File: config.mk
export PLATFORM = sky130hd
export DESIGN_NAME = ax25_digipeater_header_processor
export DESIGN_NICKNAME = d
export VERILOG_FILES = /design/src/design/ax25dp_pkg.sv /design/src/design/ax25_digipeater_header_processor.sv /design/src/design/ax25dp_in_reg.sv /design/src/design/ax25dp_core.sv /design/src/design/ax25dp_out_reg.sv
export SDC_FILE = /design/constraint.sdc
export NUM_CORES = 1
export LEC_CHECK = 0
export BUFFER_PORTS_ARGS = -buffer_cell sky130_fd_sc_hd__buf_2
export CAP_MARGIN = 20
export CORE_MARGIN = 1
export CORE_UTILIZATION = 35
export CTS_BUF_LIST = sky130_fd_sc_hd__clkbuf_8 sky130_fd_sc_hd__clkbuf_16
export DETAILED_ROUTE_END_ITERATION = 10
export PLACE_DENSITY = 0.58
export SYNTH_ARGS = -nofsm -noshare
export SYNTH_HDL_FRONTEND = slang
export SYNTH_SLANG_ARGS = --single-unit
File: constraint.sdc
create_clock -name clk -period 4.2 [get_ports clk]
set_input_delay 0.21 -clock clk [delete_from_list [all_inputs] [get_ports clk]]
set_output_delay 0.21 -clock clk [all_outputs]
set_load 0.01 [all_outputs]
File: src/design/ax25dp_pkg.sv
// ----------------------------------------------------------------------------
// ax25dp_pkg
// Shared types and constants for the AX.25 digipeater header processor.
// ----------------------------------------------------------------------------
package ax25dp_pkg;

  // Highest digipeater count scanned before the address field counts as
  // unterminated (1..8).
  localparam logic [3:0] MAX_DIGIS = 4'd8;

  localparam int unsigned CALL_W   = 56;
  localparam int unsigned CFG_W    = 56;
  localparam int unsigned CFG_IDX_W = 1;
  localparam int unsigned IN_DATA_W  = 8;
  localparam int unsigned OUT_DATA_W = 16;

  // Address field encoding
  localparam logic [7:0] CALL_MASK   = 8'hfe;
  localparam logic [7:0] SSID_MASK   = 8'h1e;
  localparam logic [7:0] REPEAT_BIT  = 8'h80;
  localparam logic [7:0] EXT_BIT     = 8'h01;
  localparam logic [3:0] ADDR_OVERLONG = 4'd15;
  localparam logic [6:0] MIN_FRAME_LEN = 7'd15;
  localparam logic [6:0] POS_SAT       = 7'd127;
  localparam logic [2:0] SSID_POS      = 3'd6;

  // Configuration register indexes
  localparam logic [CFG_IDX_W-1:0] REG_MY_CALLSIGN = 1'd0;
  localparam logic [CFG_IDX_W-1:0] REG_DIGI_MODE   = 1'd1;

  typedef enum logic [2:0] {
    VERDICT_FORWARD      = 3'd0,
    VERDICT_SHORT        = 3'd1,
    VERDICT_NOT_FOR_ME   = 3'd2,
    VERDICT_DESTINATION  = 3'd3,
    VERDICT_UNTERMINATED = 3'd4
  } verdict_t;

  typedef struct packed {
    logic [7:0] data;
    logic       last;
  } item_t;

  typedef struct packed {
    logic [7:0] data;
    logic       last;
    verdict_t   verdict;
    logic [3:0] next_hop;
  } result_t;

  typedef struct packed {
    logic [6:0] byte_pos;
    logic [2:0] byte_in_addr;
    logic [3:0] addr_num;
    logic       run_match;
    logic       hdr_done;
    logic       open_found;
    logic       open_is_me;
    logic       hop_after;
    logic [3:0] hop_index;
  } frame_state_t;

  localparam frame_state_t FRAME_CLEAR = '{
    byte_pos:     7'd0,
    byte_in_addr: 3'd0,
    addr_num:     4'd0,
    run_match:    1'b1,
    hdr_done:     1'b0,
    open_found:   1'b0,
    open_is_me:   1'b0,
    hop_after:    1'b0,
    hop_index:    4'd0
  };

  // Pipeline control from the top level to the stages
  typedef struct packed {
    logic load_in;   // request taken into the input register
    logic advance;   // input register item moves to the result register
    logic out_take;  // result register drained by the sink
  } pipe_ctl_t;

endpackage

File: src/design/ax25_digipeater_header_processor.sv
// ----------------------------------------------------------------------------
// ax25_digipeater_header_processor
// Byte-stream AX.25 address field processor for a digipeater.
// ----------------------------------------------------------------------------
// Frame bytes (CRC excluded) enter on the in_ stream, tlast on the final
// byte, and leave one for one on the out_ stream two register stages later.
// Throughput is one byte per clock: the input register feeds a single pass
// of compare and counter logic into the result register, and both stages
// advance together whenever the result register is empty or being drained.
// In digipeater mode (register 1 = 1) the SSID byte of the first unrepeated
// digipeater address is marked repeated (bit 7 set) when that address equals
// my_callsign (register 0). Callsign bytes compare under 0xfe, the SSID under
// 0x1e, and a zero first byte never matches. On the tlast byte out_tdata
// carries a verdict (forward, too short, not for me, I am the destination,
// unterminated address field) and the next-hop index; on other bytes both
// read zero. Configuration writes take effect at once and belong between
// frames, with the block drained.
// ----------------------------------------------------------------------------
module ax25_digipeater_header_processor
  import ax25dp_pkg::*;
(
  input  logic                  clk,
  input  logic                  rst_n,

  // configuration write port
  input  logic                  cfg_we,
  input  logic [CFG_IDX_W-1:0]  cfg_index,
  input  logic [CFG_W-1:0]      cfg_wdata,

  // frame byte stream in
  input  logic                  in_tvalid,
  output logic                  in_tready,
  input  logic [IN_DATA_W-1:0]  in_tdata,   // [7:0] in_byte
  input  logic                  in_tlast,   // frame_end

  // processed byte stream out
  output logic                  out_tvalid,
  input  logic                  out_tready,
  output logic [OUT_DATA_W-1:0] out_tdata,  // [7:0] out_byte, [10:8] verdict,
                                            // [14:11] next_hop, [15] zero
  output logic                  out_tlast   // out_last
);

  logic [CALL_W-1:0] my_callsign_r;
  logic              digi_mode_r;

  pipe_ctl_t ctl;
  logic      in_valid;
  logic      out_valid;
  item_t     in_item;
  item_t     cur_item;
  result_t   core_res;
  result_t   out_res;

  // Configuration registers
  always_ff @(posedge clk) begin
    if (!rst_n) begin
      my_callsign_r <= '0;
      digi_mode_r   <= 1'b0;
    end else if (cfg_we) begin
      case (cfg_index)
        REG_MY_CALLSIGN: my_callsign_r <= cfg_wdata[CALL_W-1:0];
        REG_DIGI_MODE:   digi_mode_r   <= cfg_wdata[0];
        default:         ;
      endcase
    end
  end

  // Stage handshake: the held request moves on when the result slot frees
  assign ctl.out_take = out_valid & out_tready;
  assign ctl.advance  = in_valid & (~out_valid | out_tready);
  assign in_tready    = ~in_valid | ctl.advance;
  assign ctl.load_in  = in_tvalid & in_tready;

  assign in_item.data = in_tdata[7:0];
  assign in_item.last = in_tlast;

  ax25dp_in_reg u_in_reg (
    .clk      (clk),
    .rst_n    (rst_n),
    .ctl      (ctl),
    .item_in  (in_item),
    .valid    (in_valid),
    .item_out (cur_item)
  );

  ax25dp_core u_core (
    .clk         (clk),
    .rst_n       (rst_n),
    .ctl         (ctl),
    .item        (cur_item),
    .my_callsign (my_callsign_r),
    .digi_mode   (digi_mode_r),
    .result      (core_res)
  );

  ax25dp_out_reg u_out_reg (
    .clk     (clk),
    .rst_n   (rst_n),
    .ctl     (ctl),
    .res_in  (core_res),
    .valid   (out_valid),
    .res_out (out_res)
  );

  assign out_tvalid = out_valid;
  assign out_tlast  = out_res.last;
  assign out_tdata  = {1'b0, out_res.next_hop, out_res.verdict, out_res.data};

endmodule

File: src/design/ax25dp_in_reg.sv
// ----------------------------------------------------------------------------
// ax25dp_in_reg
// Input register stage: holds one accepted request until it is processed.
// ----------------------------------------------------------------------------
module ax25dp_in_reg
  import ax25dp_pkg::*;
(
  input  logic      clk,
  input  logic      rst_n,
  input  pipe_ctl_t ctl,
  input  item_t     item_in,
  output logic      valid,
  output item_t     item_out
);

  logic  valid_r, valid_nxt;
  item_t item_r;

  assign valid_nxt = ctl.load_in | (valid_r & ~ctl.advance);

  always_ff @(posedge clk) begin
    if (!rst_n) begin
      valid_r <= 1'b0;
    end else begin
      valid_r <= valid_nxt;
    end
  end

  always_ff @(posedge clk) begin
    if (ctl.load_in) begin
      item_r <= item_in;
    end
  end

  assign valid    = valid_r;
  assign item_out = item_r;

endmodule

File: src/design/ax25dp_core.sv
// ----------------------------------------------------------------------------
// ax25dp_core
// Address field parser: per-byte compare, counters and end-of-frame verdict.
// ----------------------------------------------------------------------------
module ax25dp_core
  import ax25dp_pkg::*;
(
  input  logic              clk,
  input  logic              rst_n,
  input  pipe_ctl_t         ctl,
  input  item_t             item,
  input  logic [CALL_W-1:0] my_callsign,
  input  logic              digi_mode,
  output result_t           result
);

  frame_state_t st_r, st_nxt;

  // Byte i of our own address, byte 0 in the top bits
  function automatic logic [7:0] own_byte(input logic [CALL_W-1:0] call,
                                          input logic [2:0] idx);
    logic [7:0] ob;
    case (idx)
      3'd0:    ob = call[55:48];
      3'd1:    ob = call[47:40];
      3'd2:    ob = call[39:32];
      3'd3:    ob = call[31:24];
      3'd4:    ob = call[23:16];
      3'd5:    ob = call[15:8];
      default: ob = call[7:0];
    endcase
    return ob;
  endfunction

  always_comb begin : parse
    frame_state_t s;
    logic [7:0]   b;
    logic [7:0]   ob;
    logic [7:0]   mb;
    logic         ok;
    logic         full;
    logic         ext;
    logic         rep;
    logic [3:0]   k;
    verdict_t     vd;
    logic [3:0]   hop;

    s    = st_r;
    b    = item.data;
    ob   = b;
    mb   = own_byte(my_callsign, st_r.byte_in_addr);
    ok   = 1'b0;
    full = 1'b0;
    ext  = |(b & EXT_BIT);
    rep  = |(b & REPEAT_BIT);
    k    = st_r.addr_num - 4'd1;
    vd   = VERDICT_FORWARD;
    hop  = 4'd0;

    if (!st_r.hdr_done && st_r.addr_num != ADDR_OVERLONG) begin
      if (st_r.byte_in_addr < SSID_POS) begin
        // callsign character, compared without the shift bit
        ok = ((b ^ mb) & CALL_MASK) == 8'd0;
        if (st_r.byte_in_addr == 3'd0 && (b == 8'd0 || mb == 8'd0)) begin
          ok = 1'b0;
        end
        if (!ok) begin
          s.run_match = 1'b0;
        end
        s.byte_in_addr = st_r.byte_in_addr + 3'd1;
      end else begin
        // SSID byte closes one address
        full = st_r.run_match &&
               (((b ^ own_byte(my_callsign, SSID_POS)) & SSID_MASK) == 8'd0);
        if (st_r.addr_num == 4'd0) begin
          s.open_is_me = full;
        end else if (st_r.addr_num == 4'd1) begin
          if (ext) begin
            s.hdr_done  = 1'b1;
            s.hop_index = 4'd0;
          end
        end else begin
          if (st_r.hop_after) begin
            if (!rep) begin
              s.hdr_done  = 1'b1;
              s.hop_index = k;
            end else if (ext) begin
              s.hdr_done  = 1'b1;
              s.hop_index = 4'd0;
            end
          end else if (!rep) begin
            s.open_found = 1'b1;
            s.open_is_me = full;
            if (digi_mode) begin
              if (full) begin
                ob          = b | REPEAT_BIT;
                s.hop_after = 1'b1;
                if (ext) begin
                  s.hdr_done  = 1'b1;
                  s.hop_index = 4'd0;
                end
              end else begin
                s.hdr_done  = 1'b1;
                s.hop_index = 4'd0;
              end
            end else begin
              s.hdr_done  = 1'b1;
              s.hop_index = k;
            end
          end else if (ext) begin
            s.hdr_done  = 1'b1;
            s.hop_index = 4'd0;
          end
        end
        s.run_match    = 1'b1;
        s.byte_in_addr = 3'd0;
        if (st_r.addr_num >= 4'd2 && !s.hdr_done && k >= MAX_DIGIS) begin
          s.addr_num = ADDR_OVERLONG;
        end else begin
          s.addr_num = st_r.addr_num + 4'd1;
        end
      end
    end

    if (st_r.byte_pos < POS_SAT) begin
      s.byte_pos = st_r.byte_pos + 7'd1;
    end

    if (item.last) begin
      if (s.byte_pos < MIN_FRAME_LEN) begin
        vd = VERDICT_SHORT;
      end else if (!s.hdr_done) begin
        vd = VERDICT_UNTERMINATED;
      end else if (digi_mode) begin
        if (s.open_found) begin
          vd = s.open_is_me ? VERDICT_FORWARD : VERDICT_NOT_FOR_ME;
        end else begin
          vd = s.open_is_me ? VERDICT_DESTINATION : VERDICT_NOT_FOR_ME;
        end
      end else begin
        vd = VERDICT_FORWARD;
      end
      if (vd == VERDICT_FORWARD) begin
        hop = s.hop_index;
      end
      s = FRAME_CLEAR;
    end

    st_nxt          = s;
    result.data     = ob;
    result.last     = item.last;
    result.verdict  = vd;
    result.next_hop = hop;
  end

  always_ff @(posedge clk) begin
    if (!rst_n) begin
      st_r <= FRAME_CLEAR;
    end else if (ctl.advance) begin
      st_r <= st_nxt;
    end
  end

endmodule

File: src/design/ax25dp_out_reg.sv
// ----------------------------------------------------------------------------
// ax25dp_out_reg
// Result register: holds a finished result until the sink takes it.
// ----------------------------------------------------------------------------
module ax25dp_out_reg
  import ax25dp_pkg::*;
(
  input  logic      clk,
  input  logic      rst_n,
  input  pipe_ctl_t ctl,
  input  result_t   res_in,
  output logic      valid,
  output result_t   res_out
);

  logic    valid_r, valid_nxt;
  result_t res_r;

  assign valid_nxt = ctl.advance | (valid_r & ~ctl.out_take);

  always_ff @(posedge clk) begin
    if (!rst_n) begin
      valid_r <= 1'b0;
    end else begin
      valid_r <= valid_nxt;
    end
  end

  always_ff @(posedge clk) begin
    if (ctl.advance) begin
      res_r <= res_in;
    end
  end

  assign valid   = valid_r;
  assign res_out = res_r;

endmodule

==> run_results.csv, run 1 <==
group,metric,value,unit
drt,ant_nets,0,
pwr,p_int,0.00166,W
clock_tree,htreeDepth,3,
clock_tree,clockRootBuffer,"clkbuf_16",
worst_setup_path,cp-end-kind,"register",
timing,post-route-min-period,2.44,ns
yosys,ys_warn_count,0,
worst_setup_path,cp_slowest_cell,"clkinv_1",
timing,clock_skew,0.00848,ns
timing,clock.fmax,410,MHz
drt,route.vias.total,4396,
status,status,"completed",
yosys,ys_seq_elements,105,
final_layout,synthToLayoutAreaGrowth,16.3,%
worst_setup_path,critical_path.max_stage_delay,0.81,ns
pwr,seq_power_share,50.7,%
timing,fin_crit_sh,58.1,%
global_routing,grt.total_usage,17.4,%
pwr,power.density,356,mW/mm^2
timing,maxSlewHeadroom,31.4,%
placed_design,place_area,0.00578,sq mm
clock_tree,clk_latency,0.35,ns
yosys,synth_nets,668,
yosys,async_reset_ff_share,0,%
drt,drt_iter0_drc,285,
clock_tree,clock_path_buffers,2,
floorplanning,start_util,36.1,%
placed_design,io_buffers,87,
pwr,vdd_drop_max,0.000192,V
clock_tree,cts_tree,"done",
floorplanning,rows,44,
placed_design,dp_hpwl,9340,um
pwr,switching_share,24.0,%
clock_tree,path_clk_slew,0.07,ns
final_layout,antenna_cells,0,
yosys,syn_inst,586,
pwr,p_leak,2.25,nW
timing,tightestPinTransition,1.03,ns
global_routing,antenna_found_initial,0,
timing,setup_tns,0,ns
worst_setup_path,worstSetupStartpoint,"u_out_reg.valid",
pwr,power_frac_comb,8.3,%
global_routing,grt_max_degree,68,
clock_tree,post_cts_resized,0,
worst_setup_path,arrival,2.73,ns
timing,final_max_slew_viol_count,0,
worst_setup_path,crit_fanout,24,
worst_setup_path,regToRegSetupSlack,1.76,ns
timing,finalHoldViolations,0,
pwr,p_sw,0.000522,W
clock_tree,numCtsBuffers,9,
clock_tree,cts.hold.buffers_added,0,
final_layout,utilization,42.0,%
global_routing,grt_pass1_wl,21600,um
global_routing,grt_pass1_vias,4364,
worst_setup_path,cp_cell_sequence,"nand2b_1, nand2_1, clkinv_1, a21oi_1, o21ai_0, nor2_1",
yosys,ys_seq_area_share,44.7,%
placed_design,gp_congestion,0.841,
final_layout,nets,736,
worst_setup_path,cp-endpoint,"u_core.st_r[6]",
drt,drt_wl_total,12900,um
final_layout,postLayoutCellArea,0.00612,sq mm
yosys,synth_area,0.00527,sq mm
yosys,ys_types,75,
worst_setup_path,startpoint_type,"register",
worst_setup_path,cp.required,4.49,ns
pwr,power_frac_clock,40.9,%
clock_tree,cts_setup_buffers,0,
timing,setup_viol,0,
min_path,hold_class,"in2reg",
yosys,syn_avg_cell_area,8.99,sq um
floorplanning,die_y,125,um
yosys,synthFlopType,"dfxtp_1",
drt,drc,0,
yosys,synth_edf_count,25,
worst_setup_path,path_class,"reg2reg",
drt,drtPass1Iterations,5,
worst_setup_path,r2r_cells,6,
floorplanning,ios,90,
worst_setup_path,reg2reg_to,"u_core.st_r[6]",
floorplanning,dieArea,0.0155,sq mm
job,maxCapViolCount,0,
floorplanning,coreArea,0.0146,sq mm
floorplanning,dieWidth,125,um
drt,wire_per_inst,15.3,um
clock_tree,cts_sinks,105,
drt,via_per_inst,5.21,
global_routing,gr-total-overflow,0,
final_layout,drive_above_1_share,20.3,%
timing,grt_setup_unrepaired,"no",
worst_setup_path,r2r-start,"u_out_reg.valid",
## synthesized netlist by cell type, types with 11 or more instances
master | number | area (sq um)
dfxtp_1 | 80 | 1600
nor2b_1 | 13 | 81.3
ha_1 | 11 | 138
nor2_1 | 29 | 109
inv_1 | 15 | 56.3
clkbuf_1 | 22 | 82.6
nand3_1 | 11 | 55.1
a21boi_0 | 56 | 420
a21oi_1 | 23 | 115
nand2_1 | 131 | 492
edfxtp_1 | 25 | 751
o21ai_0 | 17 | 85.1
## cell usage in the layout (no fill, tap or decap), drive strengths merged, types with 9 or more instances in the layout
cell,n
nor2,29
nand3,12
inv,18
edfxtp,25
nor3,9
xor2,9
nor2b,13
o21ai,24
a21boi,59
nand2,131
clkbuf,10
mux2i,9
dfxtp,80
buf,90
ha,11
a21oi,26
## how the worst min path moves through the flow
stage                           start  cells after the start                    to
after floorplan              in_tlast                      0  u_in_reg.item_out[0]
after global placement       in_tlast                      1  u_in_reg.item_out[0]
after detailed placement  in_tdata[7]                      1  u_in_reg.item_out[8]
after CTS                    in_tlast                      1  u_in_reg.item_out[0]
after global routing         in_tlast                      1  u_in_reg.item_out[0]
final                        in_tlast                      1  u_in_reg.item_out[0]
## logic make-up (layout without fill, tap and decap cells)
family	count (synthesis)	count (layout)	share of synthesized area, %
AO/OA/AOI/OAI	165	165	23.1
XOR/XNOR	13	13	2.16
adder cells (fa/ha/maj)	11	11	2.61
buffers and inverters	50	123	4.51
flip-flops	105	105	44.7
multiplexers	10	10	1.92
other	1	1	0.0712
AND/OR/NAND/NOR	231	231	21.0
## registers in the layout, summed over array words and instances (netlist names)
name / flops
u_in_reg.item_out: 9
my_callsign_r: 54
u_core.st_r: 23
digi_mode_r: 1
u_in_reg.valid: 1
u_out_reg.res_out: 16
u_out_reg.valid: 1
## final cells by class
| type | count | area (sq um) |
|---|---|---|
| Timing Repair Buffer | 90 | 470 |
| Multi-Input combinational cell | 431 | 2690 |
| Clock inverter | 6 | 68.8 |
| Tap cell | 184 | 230 |
| Inverter | 17 | 63.8 |
| Fill cell | 1444 | 8470 |
| Sequential cell | 105 | 2350 |
| Clock buffer | 10 | 250 |
## power groups by stage
stage	sequential, W	clock [W]	combinational (W)
6_report	0.00111	0.000891	0.000182
5_1_grt	0.00111	0.000966	0.000205
4_1_cts	0.00111	0.000917	0.000182
3_5_place_dp	0.00113	0	0.000181
3_3_place_gp	0.00113	0	0.000178
2_1_floorplan	0.00112	0	0.000113
## critical path, delay by kind of cell (launching register included)
| kind | cells | cell delay, ns |
|---|---|---|
| and+or+nand+nor | 3 | 0.60 |
| AOI/OAI and AO/OA | 2 | 0.62 |
| DFF | 1 | 0.34 |
| buffers and inverters | 1 | 0.81 |
## metrics by stage
stage | hold slack (ns) | setup slack (ns) | instances | power (W)
3_5_place_dp | 0.390 | 1.68 | 826 | 0.00131
6_report | 0.0359 | 1.76 | 843 | 0.00218
2_1_floorplan | 0.309 | 1.96 | 586 | 0.00123
3_3_place_gp | 0.388 | 1.72 | 826 | 0.00131
5_1_grt | 0.0214 | 1.35 | 843 | 0.00228
4_1_cts | 0.0218 | 1.73 | 842 | 0.00220
## metal layers
layer	vias up	global-route usage, %	wire, um
li1	2210	-	-
met1	2081	23.0	6130
met2	95	28.2	6090
met3	10	3.57	511
met4	0	5.39	152
met5	-	0	0
No activity file was read; power rests on OpenSTA's default activity.
==> run 2, diff against run 1 <==
- PLACE_DENSITY: 0.58 -> 0.6
- clock period: 4.2 -> 2.2 ns (I/O delays scaled with it)
==> run_results.csv, run 2 (synthesis results as in run 1) <==
group,metric,value,unit
status,status,"completed",
drt,via_per_inst,5.12,
clock_tree,htreeDepth,3,
drt,drtPass1Iterations,4,
global_routing,grt.total_usage,17.5,%
timing,setup_viol,0,
floorplanning,dieArea,0.0155,sq mm
clock_tree,path_clk_slew,0.07,ns
pwr,power.density,643,mW/mm^2
min_path,hp-start,"cfg_wdata[20]",
final_layout,regArea,0.00236,sq mm
drt,ant_nets,0,
final_layout,multi_input_area,0.00273,sq mm
floorplanning,die_y,125,um
floorplanning,coreArea,0.0146,sq mm
worst_setup_path,worstSetupStartpoint,"u_core.st_r[14]",
min_path,hold_class,"in2reg",
job,maxCapViolCount,0,
clock_tree,clock_path_buffers,2,
global_routing,gr-total-overflow,0,
timing,finalHoldViolations,0,
timing,setup_tns,0,ns
worst_setup_path,arrival,2.33,ns
placed_design,io_buffers,87,
pwr,p_leak,2.47,nW
drt,drc,0,
timing,grt_setup_unrepaired,"yes",
final_layout,final_common_cell,"nand2_1",
final_layout,postLayoutCellArea,0.00659,sq mm
final_layout,drive_above_1_share,23.7,%
timing,final_max_slew_viol_count,0,
pwr,vdd_drop_max,0.000311,V
clock_tree,numCtsBuffers,9,
final_layout,fillCellCount,1417,
floorplanning,rows,44,
drt,drt_iter0_drc,249,
global_routing,grt_pass1_vias,4491,
global_routing,grt_max_degree,58,
placed_design,place_ws,0.0174,ns
final_layout,antenna_cells,0,
worst_setup_path,startpoint_type,"register",
drt,wire_per_inst,14.8,um
worst_setup_path,cp.required,2.43,ns
floorplanning,dieWidth,125,um
clock_tree,clockRootBuffer,"clkbuf_16",
timing,maxSlewHeadroom,64.9,%
clock_tree,cts_sinks,105,
final_layout,final_cell_mix,"nand2_1 (131), buf_2 (87), dfxtp_1 (76)",
worst_setup_path,crit_fanout,7,
worst_setup_path,cp-end-kind,"register",
final_layout,nets,782,
floorplanning,ios,90,
worst_setup_path,path_class,"reg2reg",
placed_design,gp_congestion,0.888,
final_layout,synthToLayoutAreaGrowth,25.1,%
clock_tree,cts_tree,"done",
timing,clock.fmax,477,MHz
drt,route.vias.total,4554,
timing,post-route-min-period,2.10,ns
pwr,finalPower,0.00423,W
global_routing,grt_pass1_wl,21900,um
placed_design,place_area,0.00594,sq mm
global_routing,antenna_found_initial,0,
final_layout,largest_reg_flops,54,
placed_design,dp_hpwl,9610,um
timing,fin_ws,0.103,ns
worst_setup_path,r2r-start,"u_core.st_r[14]",
drt,drt_wl_total,13200,um
timing,tightestPinTransition,0.526,ns
timing,clock_skew,0.00678,ns
timing,fin_crit_sh,95.3,%
floorplanning,start_util,36.1,%
clock_tree,clk_latency,0.36,ns
final_layout,top_register,"my_callsign_r",
timing,holdWs,0.00724,ns
==> run 2: area by class of cell <==
type	instances	area share, %
multi-input combinational	431	41.4
sequential	105	35.9
timing repair buffer	136	13.3
clock buffer	11	4.01
tap	184	3.50
inverter	17	0.969
clock inverter	5	0.893
==> run 2: power breakdown <==
group          switching (W)  total (W)  internal [W]
clock network       0.000730    0.00172      0.000987
registers          0.0000521    0.00210       0.00205
logic               0.000221   0.000415      0.000193
==> run 2: per-stage QoR <==
step	cells	utilization, %
floorplan	586	-
global placement	845	40.7
CTS	886	44.7
global route	889	45.1
finish	889	45.1
detailed placement	845	40.7
==> run 2: worst max-delay path: stages, from the launching register on <==
cell and delay, ns:
dfxtp_2 0.34, inv_1 0.08, ha_1 0.34, nor3_2 0.10
and2_1 0.20, buf_4 0.18, a211oi_4 0.28, nand4_1 0.14
o2111ai_1 0.21, o211ai_1 0.10
==> run 2: path summary, 6_finish.rpt <==
check                       to  slack [ns]  cells after the start
min reg2reg  my_callsign_r[23]        0.46                      2
min          my_callsign_r[20]       0.007                      3
max             u_core.st_r[8]        0.10                      9
max reg2reg     u_core.st_r[8]        0.10                      9
==> run 2: metal layers <==
layer | global-route usage, % | vias up | part of all wire (%)
li1 | - | 2296 | -
met1 | 22.7 | 2108 | 45
met2 | 28.9 | 126 | 48
met3 | 3.01 | 24 | 4.3
met4 | 6.87 | 0 | 2.4
met5 | 0 | - | 0
==> run 2: what timing repair did <==
item / in CTS / in global routing
hold buffers: 25 / 0
endpoints found under the hold margin: 25 / 0
endpoints found under the setup margin: 1 / 7
pin swaps: 0 / 6
gates resized for setup: 1 / 16
setup buffers: 0 / 3
